[config.mk]
export PLATFORM = sky130hd
export DESIGN_NAME = book_level_diff_engine_top
export DESIGN_NICKNAME = d
export VERILOG_FILES = /design/src/design/bldiff_pkg.sv /design/src/design/bldiff_ram.sv /design/src/design/bldiff_dp.sv /design/src/design/bldiff_ctrl.sv /design/src/design/book_level_diff_engine_top.sv
export SDC_FILE = /design/constraint.sdc
export NUM_CORES = 2
export LEC_CHECK = 0
export BUFFER_PORTS_ARGS = -buffer_cell sky130_fd_sc_hd__buf_4
export CAP_MARGIN = 10
export CORE_ASPECT_RATIO = 1.25
export CORE_UTILIZATION = 56
export CTS_CLUSTER_DIAMETER = 80
export CTS_CLUSTER_SIZE = 10
export DETAILED_ROUTE_END_ITERATION = 16
export GPL_TIMING_DRIVEN = 0
export MAX_ROUTING_LAYER = met4
export PLACE_DENSITY = 0.78
export SETUP_SLACK_MARGIN = 0.02
export SYNTH_ARGS = -nofsm -noshare
export SYNTH_HDL_FRONTEND = slang
export SYNTH_HIERARCHICAL = 1
export SYNTH_SLANG_ARGS = --single-unit
export TNS_END_PERCENT = 100
[constraint.sdc]
create_clock -name clk -period 10.1 [get_ports clk]
set_input_delay 0 -clock clk [delete_from_list [all_inputs] [get_ports clk]]
set_output_delay 0 -clock clk [all_outputs]
set_load 0.05 [all_outputs]
[src/design/bldiff_pkg.sv]
// ----------------------------------------------------------------------------
// bldiff_pkg
// Shared types, codes and helpers for the book level diff engine.
// ----------------------------------------------------------------------------
package bldiff_pkg;

	// default number of levels kept per side
	localparam int BOOK_DEPTH_DEF = 16;

	// width of one stored level: price over quantity
	localparam int ENTRY_W = 64;

	// configuration port address width and register index
	localparam int PADDR_W = 3;
	localparam logic REG_SYMBOL_CODE = 1'b0;

	// input command codes
	localparam logic CMD_LEVEL = 1'b0;
	localparam logic CMD_END   = 1'b1;

	// side codes
	localparam logic SIDE_BID = 1'b0;
	localparam logic SIDE_ASK = 1'b1;

	// result kind codes
	localparam logic KIND_ADD    = 1'b0;
	localparam logic KIND_REDUCE = 1'b1;

	// one input item
	typedef struct packed {
		logic        command;
		logic        side;
		logic [31:0] price;
		logic [31:0] qty;
	} in_t;

	// one result item
	typedef struct packed {
		logic [31:0] symbol;
		logic        out_side;
		logic        kind;
		logic [31:0] level_price;
		logic [31:0] amount;
		logic        last;
	} out_t;

	// controller to datapath commands
	typedef struct packed {
		logic load;    // latch the accepted item
		logic red;     // reduce the mirror level under the cursor, advance
		logic lvl;     // final step of a level: match or add, stage it
		logic fin;     // final merge step of this item; only a close or copy may follow
		logic copy;    // move one staged level into the mirror
		logic commit;  // new list becomes the mirror of its side
	} ctrl_cmd_t;

	// datapath to controller status
	typedef struct packed {
		logic drop;       // item at the ports is to be ignored
		logic in_end;     // item at the ports is an end marker
		logic item_end;   // latched item is an end marker
		logic cur_lt;     // cursor still inside the mirror
		logic cur_last;   // cursor sits on the last mirror level
		logic mir_ahead;  // mirror level comes before the new level
		logic lvl_emit;   // final level step produces a command
		logic pend_v;     // a command waits in the hold register
		logic copy_more;  // staged levels left to copy
	} dp_status_t;

	// true when price a ranks before price b on side s
	function automatic logic ahead(input logic s, input logic [31:0] a,
			input logic [31:0] b);
		logic r;
		if (s == SIDE_BID) begin
			r = a > b;
		end else begin
			r = a < b;
		end
		return r;
	endfunction

endpackage

[src/design/bldiff_ram.sv]
// ----------------------------------------------------------------------------
// bldiff_ram
// Generic single write port RAM with one registered read port.
// ----------------------------------------------------------------------------
module bldiff_ram #(
	parameter int WIDTH = bldiff_pkg::ENTRY_W,
	parameter int DEPTH = bldiff_pkg::BOOK_DEPTH_DEF
) (
	input  logic                     clk,
	input  logic                     we,
	input  logic [$clog2(DEPTH)-1:0] waddr,
	input  logic [WIDTH-1:0]         wdata,
	input  logic [$clog2(DEPTH)-1:0] raddr,
	output logic [WIDTH-1:0]         rdata
);

	logic [WIDTH-1:0] mem [DEPTH];
	logic [WIDTH-1:0] rd_q;

	// write and registered read
	always_ff @(posedge clk) begin
		if (we) begin
			mem[waddr] <= wdata;
		end
		rd_q <= mem[raddr];
	end

	assign rdata = rd_q;

endmodule

[src/design/bldiff_dp.sv]
// ----------------------------------------------------------------------------
// bldiff_dp
// Datapath: mirror and staging memories, cursor, merge compare and the
// result hold and output registers.
// ----------------------------------------------------------------------------
module bldiff_dp #(
	parameter int BOOK_DEPTH = bldiff_pkg::BOOK_DEPTH_DEF
) (
	input  logic                   clk,
	input  logic                   arst_n,
	input  bldiff_pkg::ctrl_cmd_t  cmd,
	output bldiff_pkg::dp_status_t status,
	input  bldiff_pkg::in_t        item,
	input  logic [31:0]            symbol_code,
	output bldiff_pkg::out_t       result,
	output logic                   result_stb
);

	localparam int CNT_W = $clog2(BOOK_DEPTH + 1);
	localparam int IDX_W = (BOOK_DEPTH > 1) ? $clog2(BOOK_DEPTH) : 1;
	localparam int ROWS  = 2 ** IDX_W;

	// item and merge state
	bldiff_pkg::in_t  item_q;
	logic [CNT_W-1:0] cursor_q;
	logic [CNT_W-1:0] scount_q;
	logic [CNT_W-1:0] ci_q;
	logic [31:0]      prev_q;
	logic             list_open_q;
	logic             list_side_q;
	logic [CNT_W-1:0] mcount_q [2];

	// hold and output registers
	logic             pend_v_q;
	bldiff_pkg::out_t pend_q;
	bldiff_pkg::out_t res_q;
	logic             res_stb_q;

	// memory ports
	logic [bldiff_pkg::ENTRY_W-1:0] mir_rd;
	logic [bldiff_pkg::ENTRY_W-1:0] stg_rd;
	logic [IDX_W:0]                 mir_raddr;
	logic [IDX_W:0]                 mir_waddr;
	logic [IDX_W-1:0]               stg_raddr;

	// next-value and compare signals
	logic             side_d;
	logic [CNT_W-1:0] cursor_d;
	logic [CNT_W-1:0] ci_d;
	logic [CNT_W-1:0] cnt;
	logic [31:0]      mp;
	logic [31:0]      mq;
	logic             match;
	logic             qty_gt;
	logic [31:0]      diff;
	logic             lvl_emit;
	logic             push;
	bldiff_pkg::out_t new_cmd;
	logic             emit;
	bldiff_pkg::out_t emit_cmd;
	logic             other_side;
	logic             lvl_bad;

	// drop check on the item at the ports
	assign other_side = list_open_q && (item.side != list_side_q);
	assign lvl_bad = (item.command == bldiff_pkg::CMD_LEVEL) &&
		((item.qty == 32'd0) || (scount_q >= CNT_W'(BOOK_DEPTH)) ||
		 ((scount_q != '0) && !bldiff_pkg::ahead(item.side, prev_q, item.price)));

	// mirror level under the cursor
	assign cnt = mcount_q[item_q.side];
	assign mp  = mir_rd[63:32];
	assign mq  = mir_rd[31:0];

	// merge compare
	assign match    = (cursor_q < cnt) && (mp == item_q.price);
	assign qty_gt   = item_q.qty > mq;
	assign diff     = qty_gt ? (item_q.qty - mq) : (mq - item_q.qty);
	assign lvl_emit = !match || (item_q.qty != mq);
	assign push     = cmd.red || (cmd.lvl && lvl_emit);

	// status to the controller
	always_comb begin
		status.drop      = other_side || lvl_bad;
		status.in_end    = item.command == bldiff_pkg::CMD_END;
		status.item_end  = item_q.command == bldiff_pkg::CMD_END;
		status.cur_lt    = cursor_q < cnt;
		status.cur_last  = ({1'b0, cursor_q} + 1'b1) == {1'b0, cnt};
		status.mir_ahead = (cursor_q < cnt) &&
			bldiff_pkg::ahead(item_q.side, mp, item_q.price);
		status.lvl_emit  = lvl_emit;
		status.pend_v    = pend_v_q;
		status.copy_more = ci_q < scount_q;
	end

	// command formed this cycle
	always_comb begin
		new_cmd.symbol   = symbol_code;
		new_cmd.out_side = item_q.side;
		new_cmd.last     = 1'b0;
		if (cmd.red) begin
			new_cmd.kind        = bldiff_pkg::KIND_REDUCE;
			new_cmd.level_price = mp;
			new_cmd.amount      = mq;
		end else if (match) begin
			new_cmd.kind        = qty_gt ? bldiff_pkg::KIND_ADD : bldiff_pkg::KIND_REDUCE;
			new_cmd.level_price = item_q.price;
			new_cmd.amount      = diff;
		end else begin
			new_cmd.kind        = bldiff_pkg::KIND_ADD;
			new_cmd.level_price = item_q.price;
			new_cmd.amount      = item_q.qty;
		end
	end

	// the held command goes out once the next one, or the end, is known
	always_comb begin
		if (pend_v_q) begin
			emit          = push || cmd.fin;
			emit_cmd      = pend_q;
			emit_cmd.last = cmd.fin && !push;
		end else begin
			emit          = cmd.fin && push;
			emit_cmd      = new_cmd;
			emit_cmd.last = 1'b1;
		end
	end

	// memory addressing follows the next cursor and copy index
	always_comb begin
		side_d = cmd.load ? item.side : item_q.side;
		if (cmd.commit) begin
			cursor_d = '0;
		end else if (cmd.red || (cmd.lvl && match)) begin
			cursor_d = cursor_q + 1'b1;
		end else begin
			cursor_d = cursor_q;
		end
		if (cmd.commit) begin
			ci_d = '0;
		end else if (cmd.copy) begin
			ci_d = ci_q + 1'b1;
		end else begin
			ci_d = ci_q;
		end
	end

	assign mir_raddr = {side_d, cursor_d[IDX_W-1:0]};
	assign mir_waddr = {item_q.side, ci_q[IDX_W-1:0]};
	assign stg_raddr = ci_d[IDX_W-1:0];

	// mirror levels, both sides
	bldiff_ram #(
		.WIDTH(bldiff_pkg::ENTRY_W),
		.DEPTH(2 * ROWS)
	) u_mirror (
		.clk  (clk),
		.we   (cmd.copy),
		.waddr(mir_waddr),
		.wdata(stg_rd),
		.raddr(mir_raddr),
		.rdata(mir_rd)
	);

	// list in progress
	bldiff_ram #(
		.WIDTH(bldiff_pkg::ENTRY_W),
		.DEPTH(ROWS)
	) u_staged (
		.clk  (clk),
		.we   (cmd.lvl),
		.waddr(scount_q[IDX_W-1:0]),
		.wdata({item_q.price, item_q.qty}),
		.raddr(stg_raddr),
		.rdata(stg_rd)
	);

	// merge state
	always_ff @(posedge clk or negedge arst_n) begin
		if (!arst_n) begin
			cursor_q    <= '0;
			scount_q    <= '0;
			ci_q        <= '0;
			prev_q      <= '0;
			list_open_q <= 1'b0;
			list_side_q <= bldiff_pkg::SIDE_BID;
			mcount_q[0] <= '0;
			mcount_q[1] <= '0;
		end else begin
			cursor_q <= cursor_d;
			ci_q     <= ci_d;
			if (cmd.lvl) begin
				scount_q    <= scount_q + 1'b1;
				prev_q      <= item_q.price;
				list_open_q <= 1'b1;
				list_side_q <= item_q.side;
			end
			if (cmd.commit) begin
				mcount_q[item_q.side] <= scount_q;
				scount_q    <= '0;
				prev_q      <= '0;
				list_open_q <= 1'b0;
				list_side_q <= bldiff_pkg::SIDE_BID;
			end
		end
	end

	// item latch
	always_ff @(posedge clk) begin
		if (cmd.load) begin
			item_q <= item;
		end
	end

	// hold register valid and output strobe
	always_ff @(posedge clk or negedge arst_n) begin
		if (!arst_n) begin
			pend_v_q  <= 1'b0;
			res_stb_q <= 1'b0;
		end else begin
			res_stb_q <= emit;
			if (push && !(cmd.fin && !pend_v_q)) begin
				pend_v_q <= 1'b1;
			end else if (cmd.fin) begin
				pend_v_q <= 1'b0;
			end
		end
	end

	// hold and output payload
	always_ff @(posedge clk) begin
		if (push) begin
			pend_q <= new_cmd;
		end
		if (emit) begin
			res_q <= emit_cmd;
		end
	end

	assign result     = res_q;
	assign result_stb = res_stb_q;

	// cursor never passes the end of the mirror of the open list
	assert property (@(posedge clk) disable iff (!arst_n)
		list_open_q |-> (cursor_q <= mcount_q[list_side_q]))
		else $error("cursor beyond mirror of open list");

	// nothing follows the last command in the next cycle
	assert property (@(posedge clk) disable iff (!arst_n)
		(result_stb && result.last) |=> !result_stb)
		else $error("result right after last");

	// staged list never exceeds the depth
	assert property (@(posedge clk) disable iff (!arst_n)
		scount_q <= CNT_W'(BOOK_DEPTH))
		else $error("staged count beyond depth");

endmodule

[src/design/bldiff_ctrl.sv]
// ----------------------------------------------------------------------------
// bldiff_ctrl
// Controller: sequences the merge of one level, the flush at the end
// marker and the copy of the staged list into the mirror.
// ----------------------------------------------------------------------------
module bldiff_ctrl (
	input  logic                   clk,
	input  logic                   arst_n,
	input  logic                   start,
	output logic                   busy,
	input  bldiff_pkg::dp_status_t status,
	output bldiff_pkg::ctrl_cmd_t  cmd
);

	typedef enum logic [2:0] {
		S_IDLE,
		S_LEVEL,
		S_FLUSH,
		S_CLOSE,
		S_COPY
	} state_t;

	state_t state_q;
	state_t state_d;
	logic   busy_q;

	// commands and next state
	always_comb begin
		cmd     = '0;
		state_d = state_q;
		case (state_q)
			S_IDLE: begin
				cmd.load = start;
				// the end-marker decision is taken on the item at the ports
				if (start && !status.drop) begin
					state_d = status.in_end ? S_FLUSH : S_LEVEL;
				end
			end
			S_LEVEL: begin
				if (status.mir_ahead) begin
					cmd.red = 1'b1;
				end else begin
					cmd.lvl = 1'b1;
					cmd.fin = 1'b1;
					state_d = (status.pend_v && status.lvl_emit) ? S_CLOSE : S_IDLE;
				end
			end
			S_FLUSH: begin
				if (status.cur_lt) begin
					cmd.red = 1'b1;
					cmd.fin = status.cur_last;
					if (status.cur_last) begin
						state_d = status.pend_v ? S_CLOSE : S_COPY;
					end
				end else begin
					cmd.fin = 1'b1;
					state_d = S_COPY;
				end
			end
			S_CLOSE: begin
				cmd.fin = 1'b1;
				state_d = status.item_end ? S_COPY : S_IDLE;
			end
			S_COPY: begin
				if (status.copy_more) begin
					cmd.copy = 1'b1;
				end else begin
					cmd.commit = 1'b1;
					state_d    = S_IDLE;
				end
			end
			default: begin
				state_d = S_IDLE;
			end
		endcase
	end

	// state and busy
	always_ff @(posedge clk or negedge arst_n) begin
		if (!arst_n) begin
			state_q <= S_IDLE;
			busy_q  <= 1'b0;
		end else begin
			state_q <= state_d;
			busy_q  <= state_d != S_IDLE;
		end
	end

	assign busy = busy_q;

	// no command is held between items
	assert property (@(posedge clk) disable iff (!arst_n)
		(state_q == S_IDLE) |-> !status.pend_v)
		else $error("held command while idle");

	// busy tracks the state machine
	assert property (@(posedge clk) disable iff (!arst_n)
		busy == (state_q != S_IDLE))
		else $error("busy out of step with state");

endmodule

[src/design/book_level_diff_engine_top.sv]
// ----------------------------------------------------------------------------
// book_level_diff_engine_top
// Order book level mirror with streaming merge diff, bid and ask sides.
//
//   channel  handshake                      payload
//   input    start && !busy                 item   (command, side, price, qty)
//   result   result_stb, one cycle          result (symbol .. last)
//   config   psel && penable && pwrite      pwdata at paddr, prdata on read
//
// A level reduces each mirror level that ranks ahead of it, then is matched
// or added, with a close step when a reduce is still held as the final
// command is formed; the mirror memory gives one level per cycle to the
// compare. An end marker flushes the remaining mirror levels, then copies
// the staged list in. Reset empties both sides with no clearing pass.
// Results cannot be stalled; each is shown for exactly one cycle.
// ----------------------------------------------------------------------------
module book_level_diff_engine_top #(
	parameter int BOOK_DEPTH = bldiff_pkg::BOOK_DEPTH_DEF
) (
	input  logic                           clk,
	input  logic                           arst_n,
	input  logic                           start,
	input  bldiff_pkg::in_t                item,
	output logic                           busy,
	output bldiff_pkg::out_t               result,
	output logic                           result_stb,
	input  logic                           psel,
	input  logic                           penable,
	input  logic                           pwrite,
	input  logic [bldiff_pkg::PADDR_W-1:0] paddr,
	input  logic [31:0]                    pwdata,
	output logic [31:0]                    prdata,
	output logic                           pready
);

	logic [31:0]           symbol_q;
	bldiff_pkg::ctrl_cmd_t cmd;
	bldiff_pkg::dp_status_t status;

	// configuration register
	always_ff @(posedge clk or negedge arst_n) begin
		if (!arst_n) begin
			symbol_q <= '0;
		end else if (psel && penable && pwrite &&
				paddr[bldiff_pkg::PADDR_W-1] == bldiff_pkg::REG_SYMBOL_CODE) begin
			symbol_q <= pwdata;
		end
	end

	// read back
	assign prdata = (paddr[bldiff_pkg::PADDR_W-1] == bldiff_pkg::REG_SYMBOL_CODE) ?
		symbol_q : 32'd0;
	assign pready = 1'b1;

	bldiff_ctrl u_ctrl (
		.clk   (clk),
		.arst_n(arst_n),
		.start (start),
		.busy  (busy),
		.status(status),
		.cmd   (cmd)
	);

	bldiff_dp #(
		.BOOK_DEPTH(BOOK_DEPTH)
	) u_dp (
		.clk        (clk),
		.arst_n     (arst_n),
		.cmd        (cmd),
		.status     (status),
		.item       (item),
		.symbol_code(symbol_q),
		.result     (result),
		.result_stb (result_stb)
	);

endmodule
==> metrics.yaml <==
final_layout:
  nets: 7833
  drive_gt1_frac: 0.274
  final_cell_mix: "edfxtp_1 (3335), mux4_2 (858), clkbuf_16 (410), clkbuf_1 (383), buf_4 (283)"
  area_growth_pct: 17.2
  final_util: 0.659
  n_fill_cell: 14700
  mostFrequentLayoutCell: "edfxtp_1"
global_route:
  grt_antenna_before_repair: 49
  grt_pass1_wl_um: 583000
  grtUsageTotal: 0.347
  grt-ovfl-total: 0
  first_global_vias: 77700
  grt_start_max_net_pins: 69
routing:
  ant_nets: 0
  highest_layer: "met4"
  routedWlPerCell_um: 38.4
  vias: 77100
  met2WireLength_um: 214000
  wl_met1_um: 134000
  initialDrtViolationCount: 11800
  drc: 0
  first_pass_iters: 6
  wl_met3_um: 52700
  drt-total-wl_um: 432000
  viasPerCell: 6.86
cts:
  cts.reportedPaths.clkPinSlew_ns: 0.06
  tritoncts: "built"
  clock_latency_ns: 0.96
  clockBufferDepth: 4
  hold_buffers: 232
  post-cts-setup-buffers: 0
  cts_max_level: 5
  cts_resized: 0
  cts_sinks: 3560
  cts-root-buf: "clkbuf_16"
  numCtsBuffers: 400
worst_setup_path:
  regToRegSetupSlack_ns: 0.37
  cp_top_family: "compound AO/OA/AOI/OAI gates"
  cp-start-kind: "flop"
  cpPeakStageDelay_ns: 1.55
  crit_type: "flop to flop"
  crit_path_end_kind: "flop"
  crit_fanout: 18
  path_cells: "inv_1 > ha_1 > a21o_1 > a21o_1 > a21oi_1 > o21ai_0 > a21oi_1 > nand2_1 > a211o_1 > a211oi_1 > mux2i_1 > nor2_1 > nor4_2 > clkbuf_1 > a21oi_1 > or3_1 > a21oi_1 > buf_2 > buf_2 > clkbuf_1 > nor2_1 > a221oi_1"
  cp.arrival_ns: 10.40
  cp.buffers_inverters: 5
  cp_common_cell: "a21oi_1"
  cp_slowest_cell: "a221oi_1"
  worstPathRequired_ns: 10.77
timing:
  hold_viol_final: 0
  fmax_mhz: 103
  slew_headroom: -0.185
  fin_crit_sh: 0.964
  finalCriticalPeriod_ns: 9.73
  worst_slew_pin_slew_ns: 1.78
  slew_violations: 30
  setup_viol: 0
  skew_ns: 0.0951
  rsz0062_at_grt: "no"
  hold_slack_ns: 0.0365
synthesis:
  yosys-top-cells-area: "edfxtp_1 (72%), mux4_2 (14%), dfxtp_1 (1.8%)"
  synth.avg_cell_area_um2: 21.3
  yosys_warnings: 6
  ys_ff_latch: 3560
  synthFlopType: "edfxtp_1"
  ys_async_sr_fraction: 0.0272
  ys_types: 81
  syn-cell-area_um2: 139000
  synth_top_area_share: 0.721
  syn_nets: 6777
  yosysSeqAreaShare: 0.757
  yosysTopAreaCell: "edfxtp_1"
  synth-edff-count: 3335
  syn_inst: 6528
place:
  hpwl_um: 256000
  globalplace.congestion: 0.915
  io_buffer_count: 237
power_and_ir_drop:
  power_frac_seq: 0.414
  ir_drop_uv: 196
  pwr-share-comb: 0.324
  clkPwrFrac: 0.263
  p_leak_uw: 0.0530
  p_sw_frac: 0.347
  p_int_uw: 33100
  power_switching_uw: 17600
  pwr_density_cell_nw_per_um2: 311
die:
  num_rows: 204
  die_height_um: 559
  start_util: 0.562
  io_pins: 241
  fp.dieArea_um2: 250000
  die_w_um: 447
  core_um2: 247000
flow_run:
  drv_cap: 3
run_status:
  status: "finished with violations"
  violations: "capacitance limit, slew limit"
worst_hold_path:
  holdCritPathClass: "primary input to flop"
[flip-flops by register name (all words and copies together) (netlist names)]
signal               count
u_ctrl/state_q           3
u_dp/prev_q             32
u_dp/mcount_q           10
u_dp/list_side_q         1
u_ctrl/busy              1
u_dp/item_q             65
u_dp/pend_q             98
u_dp/u_mirror/rdata     64
u_dp/result_stb          1
u_dp/list_open_q         1
symbol_q                32
u_dp/scount_q            5
u_dp/cursor_q            5
u_dp/pend_v_q            1
u_dp/u_staged/mem     1024
u_dp/result             99
u_dp/ci_q                5
u_dp/status              1
u_dp/u_mirror/mem     2048
u_dp/u_staged/rdata     64
[Yosys cell counts (all sizes together), types with 128 or more instances]
library cell	n
a22oi	138
buf	194
clkbuf	136
dfxtp	128
edfxtp	3335
ha	140
inv	155
mux2	200
mux4	858
nand2	189
nor2	171
o21ai	132
[routing by layer]
layer / up-vias / global-route usage
met1: 39500 / 0.401
li1: 29100 / -
met5: - / -
met4: 0 / 0.201
met3: 1612 / 0.0782
met2: 6806 / 0.561
[per-stage QoR]
stage                     total power [µW]  cells  area (µm²)   TNS, ns  setup slack (ns)
after global placement               36000  10100      145000  -1501.65             -4.14
after global routing                 51700  11200      163000         0             0.481
final                                50700  11200      163000         0             0.366
after floorplan                      30400   6528      139000         0              1.14
after detailed placement             36600  10200      149000         0             0.990
after CTS                            50000  11200      162000         0             0.867
[kinds of logic (layout without fill, tap and decap cells)]
| group | Yosys count | in the layout | synth area share |
|---|---|---|---|
| XOR/XNOR | 37 | 37 | 0.00233 |
| AO/OA/AOI/OAI | 566 | 566 | 0.0269 |
| adder cells (fa/ha/maj) | 142 | 142 | 0.0129 |
| buffers and inverters | 485 | 1816 | 0.0164 |
| other | 1 | 78 | 0.0000270 |
| flip-flops | 3560 | 3560 | 0.757 |
| AND/OR/NAND/NOR | 563 | 563 | 0.0195 |
| multiplexers | 1174 | 1174 | 0.165 |
[cell type report]
type / count / area, µm² / area share
multi-input cells: 2483 / 31800 / 0.195
repair buffers: 654 / 7700 / 0.0473
plain buffers: 330 / 1700 / 0.0105
flip-flops and latches: 3560 / 105000 / 0.646
clock buffers: 660 / 11200 / 0.0688
clock inverters: 17 / 264 / 0.00162
diodes: 77 / 193 / 0.00118
inverters: 155 / 587 / 0.00361
well taps: 3296 / 4120 / 0.0253
[worst register-to-register path: stages, from the launching register on]
cell and delay [ns]:
edfxtp_1 0.76, inv_1 0.22, ha_1 0.37, a21o_1 0.16, a21o_1 0.16, a21oi_1 0.15, o21ai_0 0.10, a21oi_1 0.15
nand2_1 0.07, a211o_1 0.34, a211oi_1 0.41, mux2i_1 0.43, nor2_1 0.16, nor4_2 0.58, clkbuf_1 0.49, a21oi_1 0.35
or3_1 0.45, a21oi_1 0.17, buf_2 0.32, buf_2 0.81, clkbuf_1 0.76, nor2_1 0.50, a221oi_1 1.55
[worst paths after layout]
| check | startpoint | to | cells past startpoint |
|---|---|---|---|
| setup reg to reg | u_dp/item_q[45] | u_dp/u_mirror/rdata[51] | 22 |
| min in group asynchronous | arst_n | symbol_q[6] | 4 |
| hold / removal | item[65] | u_ctrl/state_q[0] | 4 |
| setup / recovery | u_dp/item_q[45] | u_dp/u_mirror/rdata[51] | 22 |
| max in group asynchronous | arst_n | u_dp/prev_q[24] | 5 |
| hold reg to reg | u_dp/mcount_q[0] | u_dp/mcount_q[0] | 2 |
[power by group through the flow]
stage                     Combinational (µW)  Clock (µW)  Sequential [µW]
after CTS                              15900       13200            20900
after global routing                   16800       13900            21100
final                                  16400       13300            21000
after detailed placement               15400           0            21100
after floorplan                         9510           0            20800
after global placement                 15000           0            21000
No activity file was read; power rests on OpenSTA's default activity.
